--- config.mk ---
export PLATFORM = sky130hd
export DESIGN_NAME = affine_nearest_source_mapper_top
export DESIGN_NICKNAME = d
export VERILOG_FILES = /design/src/rtl/anm_pkg.sv /design/src/rtl/affine_nearest_source_mapper_top.sv
export SDC_FILE = /design/constraint.sdc
export NUM_CORES = 2
export LEC_CHECK = 0
export ABC_AREA = 1
export BUFFER_PORTS_ARGS = -buffer_cell sky130_fd_sc_hd__buf_2
export CAP_MARGIN = 20
export CORE_MARGIN = 2
export CORE_UTILIZATION = 27
export DETAILED_ROUTE_END_ITERATION = 16
export PLACE_DENSITY = 0.51
export SLEW_MARGIN = 20
export SYNTH_ARGS = -nofsm -noshare
export SYNTH_HDL_FRONTEND = slang
export SYNTH_SLANG_ARGS = --single-unit
--- constraint.sdc ---
create_clock -name clk -period 5.93 [get_ports clk]
set_clock_uncertainty 0.2 [all_clocks]
set_input_delay 1.186 -clock clk [delete_from_list [all_inputs] [get_ports clk]]
set_output_delay 1.186 -clock clk [all_outputs]
set_load 0.005 [all_outputs]
--- src/rtl/anm_pkg.sv ---
package anm_pkg;

	localparam int ANM_MAX_DIM   = 4096;
	localparam int ANM_FRAC_BITS = 16;

	localparam int COEF_W    = 32;
	localparam int SIZE_W    = 13;
	localparam int POS_W     = 12;
	localparam int TERM_W    = 16;
	localparam int CMP_W     = 18;
	localparam int PROD_W    = COEF_W + POS_W + 1;
	localparam int CFG_IDX_W = 4;
	localparam int CFG_DATA_W = 32;

	typedef enum logic [CFG_IDX_W-1:0] {
		REG_INV_XX     = 4'd0,
		REG_INV_XY     = 4'd1,
		REG_INV_X0     = 4'd2,
		REG_INV_YX     = 4'd3,
		REG_INV_YY     = 4'd4,
		REG_INV_Y0     = 4'd5,
		REG_SRC_WIDTH  = 4'd6,
		REG_SRC_HEIGHT = 4'd7
	} reg_idx_t;

endpackage

--- src/rtl/affine_nearest_source_mapper_top.sv ---
// An accepted request passes in order through multiply, round and bound check to its result.
// Throughput: one request per cycle while the output is not stalled; the three register stages each hold one request.
// Stalls hold each stage in place; bubbles close up ahead of a stalled output.
// Reset: asynchronous, active low; clears all stage valids and loads the
// configuration registers with their default map (identity, 4096 x 4096 source).
module affine_nearest_source_mapper_top #(
	parameter int MAX_DIM   = anm_pkg::ANM_MAX_DIM,
	parameter int FRAC_BITS = anm_pkg::ANM_FRAC_BITS
) (
	input  logic                            clk,
	input  logic                            arst_n,
	input  logic                            cfg_valid,
	output logic                            cfg_ready,
	input  logic [anm_pkg::CFG_IDX_W-1:0]   cfg_index,
	input  logic [anm_pkg::CFG_DATA_W-1:0]  cfg_data,
	input  logic                            in_valid,
	output logic                            in_stall,
	input  logic [anm_pkg::POS_W-1:0]       dest_x,
	input  logic [anm_pkg::POS_W-1:0]       dest_y,
	output logic                            out_valid,
	input  logic                            out_stall,
	output logic                            inside_res,
	output logic [anm_pkg::POS_W-1:0]       src_x,
	output logic [anm_pkg::POS_W-1:0]       src_y
);
	import anm_pkg::*;

	localparam int TW = FRAC_BITS + TERM_W;

	logic signed [COEF_W-1:0] inv_xx_q, inv_xy_q, inv_x0_q, inv_yx_q, inv_yy_q, inv_y0_q;
	logic [SIZE_W-1:0]        src_width_q, src_height_q;

	assign cfg_ready = 1'b1;

	always_ff @(posedge clk or negedge arst_n) begin
		if (!arst_n) begin
			inv_xx_q     <= 32'sh0001_0000;
			inv_xy_q     <= '0;
			inv_x0_q     <= '0;
			inv_yx_q     <= '0;
			inv_yy_q     <= 32'sh0001_0000;
			inv_y0_q     <= '0;
			src_width_q  <= 13'd4096;
			src_height_q <= 13'd4096;
		end else if (cfg_valid && cfg_ready) begin
			unique case (cfg_index)
				REG_INV_XX:     inv_xx_q     <= cfg_data;
				REG_INV_XY:     inv_xy_q     <= cfg_data;
				REG_INV_X0:     inv_x0_q     <= cfg_data;
				REG_INV_YX:     inv_yx_q     <= cfg_data;
				REG_INV_YY:     inv_yy_q     <= cfg_data;
				REG_INV_Y0:     inv_y0_q     <= cfg_data;
				REG_SRC_WIDTH:  src_width_q  <= cfg_data[SIZE_W-1:0];
				REG_SRC_HEIGHT: src_height_q <= cfg_data[SIZE_W-1:0];
				default: ;
			endcase
		end
	end

	logic valid_s1, valid_s2, valid_s3;
	logic adv1, adv2, adv3;

	assign adv3     = !valid_s3 || !out_stall;
	assign adv2     = !valid_s2 || adv3;
	assign adv1     = !valid_s1 || adv2;
	assign in_stall = !adv1;

	// stage 1: products
	logic signed [PROD_W-1:0] p_xx, p_xy, p_yx, p_yy;
	logic signed [POS_W:0]    dx_sg, dy_sg;
	logic [TW-1:0]            prod_xx_s1, prod_xy_s1, prod_yx_s1, prod_yy_s1;

	assign dx_sg = $signed({1'b0, dest_x});
	assign dy_sg = $signed({1'b0, dest_y});

	always_comb begin
		p_xx = PROD_W'(inv_xx_q) * PROD_W'(dx_sg);
		p_xy = PROD_W'(inv_xy_q) * PROD_W'(dy_sg);
		p_yx = PROD_W'(inv_yx_q) * PROD_W'(dx_sg);
		p_yy = PROD_W'(inv_yy_q) * PROD_W'(dy_sg);
	end

	always_ff @(posedge clk or negedge arst_n) begin
		if (!arst_n) begin
			valid_s1 <= 1'b0;
		end else if (adv1) begin
			valid_s1 <= in_valid;
		end
	end

	always_ff @(posedge clk) begin
		if (adv1 && in_valid) begin
			prod_xx_s1 <= p_xx[TW-1:0];
			prod_xy_s1 <= p_xy[TW-1:0];
			prod_yx_s1 <= p_yx[TW-1:0];
			prod_yy_s1 <= p_yy[TW-1:0];
		end
	end

	// stage 2: add offset and half, floor, wrap to 16 bits
	logic signed [PROD_W-1:0] off_x_w, off_y_w;
	logic [TW-1:0]            half, sum_xc, sum_xr, sum_yc, sum_yr;
	logic signed [TERM_W-1:0] tx_col_s2, tx_row_s2, ty_col_s2, ty_row_s2;

	always_comb begin
		off_x_w = PROD_W'(inv_x0_q);
		off_y_w = PROD_W'(inv_y0_q);
		half    = TW'(1) << (FRAC_BITS - 1);
		sum_xc  = prod_xx_s1 + off_x_w[TW-1:0] + half;
		sum_xr  = prod_xy_s1 + half;
		sum_yc  = prod_yx_s1 + off_y_w[TW-1:0] + half;
		sum_yr  = prod_yy_s1 + half;
	end

	always_ff @(posedge clk or negedge arst_n) begin
		if (!arst_n) begin
			valid_s2 <= 1'b0;
		end else if (adv2) begin
			valid_s2 <= valid_s1;
		end
	end

	always_ff @(posedge clk) begin
		if (adv2 && valid_s1) begin
			tx_col_s2 <= sum_xc[TW-1:FRAC_BITS];
			tx_row_s2 <= sum_xr[TW-1:FRAC_BITS];
			ty_col_s2 <= sum_yc[TW-1:FRAC_BITS];
			ty_row_s2 <= sum_yr[TW-1:FRAC_BITS];
		end
	end

	// stage 3: join terms, bound check
	logic signed [CMP_W-1:0] sx_sum, sy_sum;
	logic [CMP_W-1:0]        lim_x, lim_y, max_dim_c;
	logic                    in_x, in_y, in_bounds;
	logic                    inside_s3;
	logic [POS_W-1:0]        sx_s3, sy_s3;

	always_comb begin
		max_dim_c = CMP_W'(MAX_DIM);
		sx_sum = CMP_W'(tx_col_s2) + CMP_W'(tx_row_s2);
		sy_sum = CMP_W'(ty_col_s2) + CMP_W'(ty_row_s2);
		lim_x  = (CMP_W'(src_width_q) > max_dim_c) ? max_dim_c : CMP_W'(src_width_q);
		lim_y  = (CMP_W'(src_height_q) > max_dim_c) ? max_dim_c : CMP_W'(src_height_q);
		in_x   = !sx_sum[CMP_W-1] && ($unsigned(sx_sum) < lim_x);
		in_y   = !sy_sum[CMP_W-1] && ($unsigned(sy_sum) < lim_y);
		in_bounds = in_x && in_y;
	end

	always_ff @(posedge clk or negedge arst_n) begin
		if (!arst_n) begin
			valid_s3 <= 1'b0;
		end else if (adv3) begin
			valid_s3 <= valid_s2;
		end
	end

	always_ff @(posedge clk) begin
		if (adv3 && valid_s2) begin
			inside_s3 <= in_bounds;
			sx_s3     <= in_bounds ? sx_sum[POS_W-1:0] : '0;
			sy_s3     <= in_bounds ? sy_sum[POS_W-1:0] : '0;
		end
	end

	assign out_valid  = valid_s3;
	assign inside_res = inside_s3;
	assign src_x      = sx_s3;
	assign src_y      = sy_s3;

	a_outside_zero: assert property (@(posedge clk) disable iff (!arst_n)
		out_valid && !inside_res |-> src_x == '0 && src_y == '0)
		else $error("outside result carries nonzero coordinates");

	a_stall_full: assert property (@(posedge clk) disable iff (!arst_n)
		in_stall |-> valid_s1 && valid_s2 && valid_s3 && out_stall)
		else $error("input stalled with a free stage");

	a_s1_hold: assert property (@(posedge clk) disable iff (!arst_n)
		valid_s1 && !adv2 |=> valid_s1 && $stable(prod_xx_s1) && $stable(prod_yy_s1))
		else $error("stage one changed while blocked");

	a_s2_hold: assert property (@(posedge clk) disable iff (!arst_n)
		valid_s2 && !adv3 |=> valid_s2 && $stable(tx_col_s2) && $stable(ty_row_s2))
		else $error("stage two changed while blocked");

endmodule
### After elaboration in Yosys (flattened, before gate mapping)

Index checks and enable logic that the tools add are counted.

| word-level totals | value |
|---|---|
| register bits | 438 |
| bits of input ports | 65 |

| cells by class | value |
|---|---|
| add/subtract/negate cells | 8 |
| $mul | 4 |
| magnitude comparators | 4 |
| equality and inequality tests | 7 |
| multiplexer cells | 2 |
| reduce and logical (&&, ||, !) cells | 25 |

Operators by type and width:

| kind | count |
|---|---|
| 32-bit by 16-bit adder with 32-bit output, second input constant | 4 |
| 32-bit by 13-bit multiplier with 32-bit output | 4 |
| 32-bit adder | 2 |
| 18-bit by 13-bit < comparator with 1-bit output | 2 |
| 16-bit by 16-bit adder with 17-bit output | 2 |
| 13-bit greater-than comparator, second input constant | 2 |
| 13-bit 2-to-1 mux | 2 |
| 4-bit by 3-bit equality test with 1-bit output, second input constant | 4 |
| 2-bit AND reduction | 8 |
| 4-bit by 2-bit equality test with 1-bit output, second input constant | 2 |
| 1-bit logical NOT | 7 |
| 1-bit logical AND | 6 |
| 4-bit by 1-bit equality test with 1-bit output, second input constant | 1 |
| 4-bit logical NOT | 1 |
| 1-bit logical OR | 3 |

### Depth between registers and ports, before layout

| depth | value |
|---|---|
| word-level depth | 5 |
| gate-level depth with buffers | 27 |
| depth with buffers taken out | 25 |

### Least setup slack after synthesis

No wires, ideal clock.

| timing | value |
|---|---|
| path kind | input -> register |
| start point | input dest_x[2] (netlist bit) |
| end point | register prod_yx_s1[24], data pin |
| arrival time | 5.897 ns |
| data required time | 5.470 ns |
| setup slack | -0.427 ns |
| stages on the path | 24 |
| path buffers | 3 |
| cell sequence | clkbuf_1 > clkbuf_1 > buf_1 > nand2_1 > inv_1 > fa_1 > inv_1 > fa_1 > inv_1 > fa_1 > fa_1 > inv_1 > fa_1 > inv_1 > ha_1 > nand2_1 > inv_1 > a21oi_1 > nand3_1 > a21oi_1 > o21ai_0 > nand2_1 > nand2_1 > xor2_1 |

| between the ends | value |
|---|---|
| cells in the longest elaborated chain, start to end | 1 |

Ends and longest elaborated chain:

| item | RTL line | text |
|---|---|---|
| start, declared | affine_nearest_source_mapper_top.sv:18 | `input logic [anm_pkg::POS_W-1:0] dest_x,` |
| 32-bit by 13-bit multiplier with 32-bit output | affine_nearest_source_mapper_top.sv:79 | `p_yx = PROD_W'(inv_yx_q) * PROD_W'(dx_sg);` |
| via p_yx[24] | affine_nearest_source_mapper_top.sv:69 | `logic signed [PROD_W-1:0] p_xx, p_xy, p_yx, p_yy;` |
| end signal, assigned | affine_nearest_source_mapper_top.sv:95 | `prod_yx_s1 <= p_yx[TW-1:0];` |
| end, declared | affine_nearest_source_mapper_top.sv:71 | `logic [TW-1:0] prod_xx_s1, prod_xy_s1, prod_yx_s1, prod_yy_s1;` |

The timed path passes the listed nets, and every way through them passes these cells.
A chain may end at the register's enable or synchronous reset.

### Final worst setup path

| timing | value |
|---|---|
| start point | input dest_y[1] (netlist bit) |
| end point | register prod_yy_s1[20], data pin |

| between the ends | value |
|---|---|
| cells in the longest elaborated chain, start to end | 1 |

Ends and longest elaborated chain:

| item | RTL line | text |
|---|---|---|
| start, declared | affine_nearest_source_mapper_top.sv:19 | `input logic [anm_pkg::POS_W-1:0] dest_y,` |
| 32-bit by 13-bit multiplier with 32-bit output | affine_nearest_source_mapper_top.sv:80 | `p_yy = PROD_W'(inv_yy_q) * PROD_W'(dy_sg);` |
| via p_yy[20] | affine_nearest_source_mapper_top.sv:69 |  |
| end signal, assigned | affine_nearest_source_mapper_top.sv:96 | `prod_yy_s1 <= p_yy[TW-1:0];` |
| end, declared | affine_nearest_source_mapper_top.sv:71 |  |

The timed path passes the listed nets, and every way through them passes these cells.

==> flow_metrics.env <==
export IMPL_outcome="completed"
export IMPL_cts_tree="done"
export IMPL_clock_buffer_depth=3
export IMPL_finalWeightedCongestion=0.8820
export IMPL_preCtsSetupSlack_ns=-0.4712
export IMPL_antenna_found_initial=18
export IMPL_vias_in_the_first_global_route=49957
export IMPL_timing_setup_critical_path_class="in -> reg"
export IMPL_layout_area_overhead_vs_synth_pct=15.92
export IMPL_finish_utilization=0.3140
export IMPL_count_of_unresolved_drc_violations_after_routing=0
export IMPL_drt_first_pass_iters=5
export IMPL_timing_hold_worst_class="in -> async"
export IMPL_placedCellCount=10737
export IMPL_post_cts_setup_buffer_count=0
export IMPL_yosysWarnings=0
export IMPL_maxCapViolCount=0
export IMPL_post_layout_nonfiller_instances=10839
export IMPL_via_count=47269
export IMPL_syn_cell_area_mm2=0.06004
export IMPL_design_die_area_mm2=0.2262
export IMPL_sequential_cell_area_fraction_in_the_yosys_report=0.1857
export IMPL_max_slew_vio_count=0
export IMPL_floorplan_core_area_mm2=0.2217
export IMPL_floorplan_rows=173
export IMPL_synthDistinctLibCells=52
export IMPL_worstPathRequired_ns=6.11
export IMPL_cts_inserted_buffers=52
export IMPL_globalRouteTotalUtil=0.1631
export IMPL_detail_route_antenna_nets=0
export IMPL_initial_core_util=0.2709
export IMPL_count_of_mapped_cells_out_of_synthesis=7487
export IMPL_first_iter_violations=3007
export IMPL_pin_count_of_the_biggest_net_entering_global_routing=99
export IMPL_synth_async_reset_ratio=0.5417
export IMPL_post_cts_resized=0
export IMPL_synthesis_nets=8960
export IMPL_critPathMaxFanout=31
export IMPL_gr_total_overflow=0
export IMPL_clock_sinks=408
export IMPL_design_final_nets=9289
export IMPL_clkLatencyLatePin_ns=0.66
export IMPL_post_route_min_period_ns=5.699
export IMPL_die_h_um=475.6
export IMPL_fraction_of_final_layout_cells_sized_beyond_drive_strength_1=0.09796
export IMPL_totalWireLength_mm=180.5
export IMPL_timing_final_setup_violations=0
export IMPL_top_level_ports=93
export IMPL_timing_critical_path_arrival_ns=5.88
export IMPL_filler_cell_count=23629
export IMPL_slew_of_the_pin_with_the_lowest_slew_margin_ns=1.118
export IMPL_worst_setup_path_start_kind="primary input"
export IMPL_place_port_buffers=91
export IMPL_reg2regPathDepth=17
export IMPL_grt_first_pass_wirelength_mm=287.5
export IMPL_maxClockFrequency_ghz=0.1755
export IMPL_min_period_over_period=0.9610
export IMPL_post_dr_vias_cell=4.361
export IMPL_max_slew_margin_rel=0.2550
export IMPL_number_of_enable_type_register_cells_in_the_synthesized_netlist=187
export IMPL_fp_dieW_um=475.6
export IMPL_setup_worst_path_end_class="flop"
export IMPL_cts_root_buffer_cell="clkbuf_16"
export IMPL_routedWlPerCell_um=16.65
export IMPL_dpl_hpwl_mm=145.5
export IMPL_synth_seq_cells=408
export IMPL_worst_slack_ns=0.2311
export IMPL_timing_final_hold_violations=0
export IMPL_path_clk_slew_ns=0.07
export IMPL_synth_top_flop_cell="dfrtp_1"
export IMPL_ctsHoldBuffers=0
export IMPL_cts_htree_levels=2
export IMPL_synth_avg_cell_area_um2=8.019
layer usage:
metal	wire (µm)	GRT usage
met4	6580	0.05643
met5	0	0
met3	7765	0.01697
met2	85510	0.2729
met1	80640	0.2188
kinds of logic (layout without fill, tap and decap cells):
logic type	Yosys count	after routing	synth area share
AOI/OAI and AO/OA	663	663	0.05996
other	1	5	0.00006246
xor gates and xnor gates	244	244	0.03559
and+or+nand+nor	2426	2426	0.1597
DFF	408	408	0.1857
buffers and inverters	2337	2710	0.1465
adders and majority gates	1408	1408	0.4125
cells in the final DEF (no fill, tap or decap), types with 34 or more instances in the layout:
cell type / n
dfrtp_1: 217
xnor2_1: 83
nor2_1: 213
buf_12: 47
buf_2: 90
nor3_1: 38
fa_1: 951
nand4_1: 34
nand2_1: 1957
edfxtp_1: 187
o21ai_0: 286
a21oi_1: 237
nand3_1: 95
xor2_1: 161
clkbuf_16: 54
buf_4: 428
ha_1: 430
inv_1: 2043
flip-flops by register name, summed over array words and instances, names as in the netlist, 17 cells and up:
signal and cells:
inv_x0_q 32, inv_xx_q 32, inv_xy_q 32, inv_y0_q 32, inv_yx_q 32, inv_yy_q 32, prod_xx_s1 32, prod_xy_s1 17
prod_yx_s1 32, prod_yy_s1 17
through the flow:
step           area, µm²  setup TNS [ns]  hold slack, ns
6_report           69590               0          0.2737
5_1_grt            69590       -0.008884          0.3060
4_1_cts            69520               0          0.2895
3_5_place_dp       67740          -24.46          0.2734
3_3_place_gp       67740          -22.78          0.2686
2_1_floorplan      60630         -0.1295          0.2331
synthesized netlist by cell type (20+ instances only):
cell type	n	area [µm²]
nor2_1	217	814.5
dfrtp_1	217	5430
xor2_1	161	1410
fa_1	952	19060
a21oi_1	256	1281
nand3_1	100	500.5
clkbuf_1	177	664.4
buf_1	105	394.1
edfxtp_1	187	5615
nand4_1	34	212.7
ha_1	456	5705
nor3_1	42	210.2
inv_1	2044	7672
xnor2_1	83	727.0
a31oi_1	22	137.6
o21ai_0	294	1471
nor2_2	20	125.1
a21o_1	25	187.7
nand2_1	1961	7361
final cells by class:
cell class	instances	area (µm²)	area share
well taps	2975	3722	0.05349
clock buffers	66	1436	0.02064
diodes	4	10.01	0.0001438
clock inverters	32	344.1	0.004944
flip-flops and latches	408	11150	0.1602
repair buffers	566	4619	0.06638
multi-input cells	4742	40630	0.5838
inverters	2046	7680	0.1104
worst paths after layout:
path,startpoint,slack (ns),end
setup reg to reg,inv_yx_q[8],0.35,prod_yx_s1[20]
max in group asynchronous,arst_n,3.69,valid_s2
setup / recovery,dest_y[1],0.23,prod_yy_s1[20]
hold reg to reg,valid_s1,0.29,valid_s2
min in group clk,valid_s1,0.29,valid_s2
hold / removal,arst_n,0.27,inv_yx_q[18]
critical path, cell delays in order:
cell and delay [ns]:
buf_2 0.14, buf_12 0.17, nand2_1 0.08, inv_1 0.06, fa_1 0.53, inv_1 0.05
fa_1 0.47, inv_1 0.05, fa_1 0.48, fa_1 0.55, inv_1 0.05, fa_1 0.50
inv_1 0.05, ha_1 0.31, a21oi_1 0.22, o21ai_0 0.12, o21bai_1 0.19, a21oi_1 0.18
o21ai_1 0.15, nand2_1 0.08, nand2_1 0.06, xor2_1 0.14
Power is not shown: default switching activity piles up to over one toggle a cycle in this logic, so the estimate is an artifact.
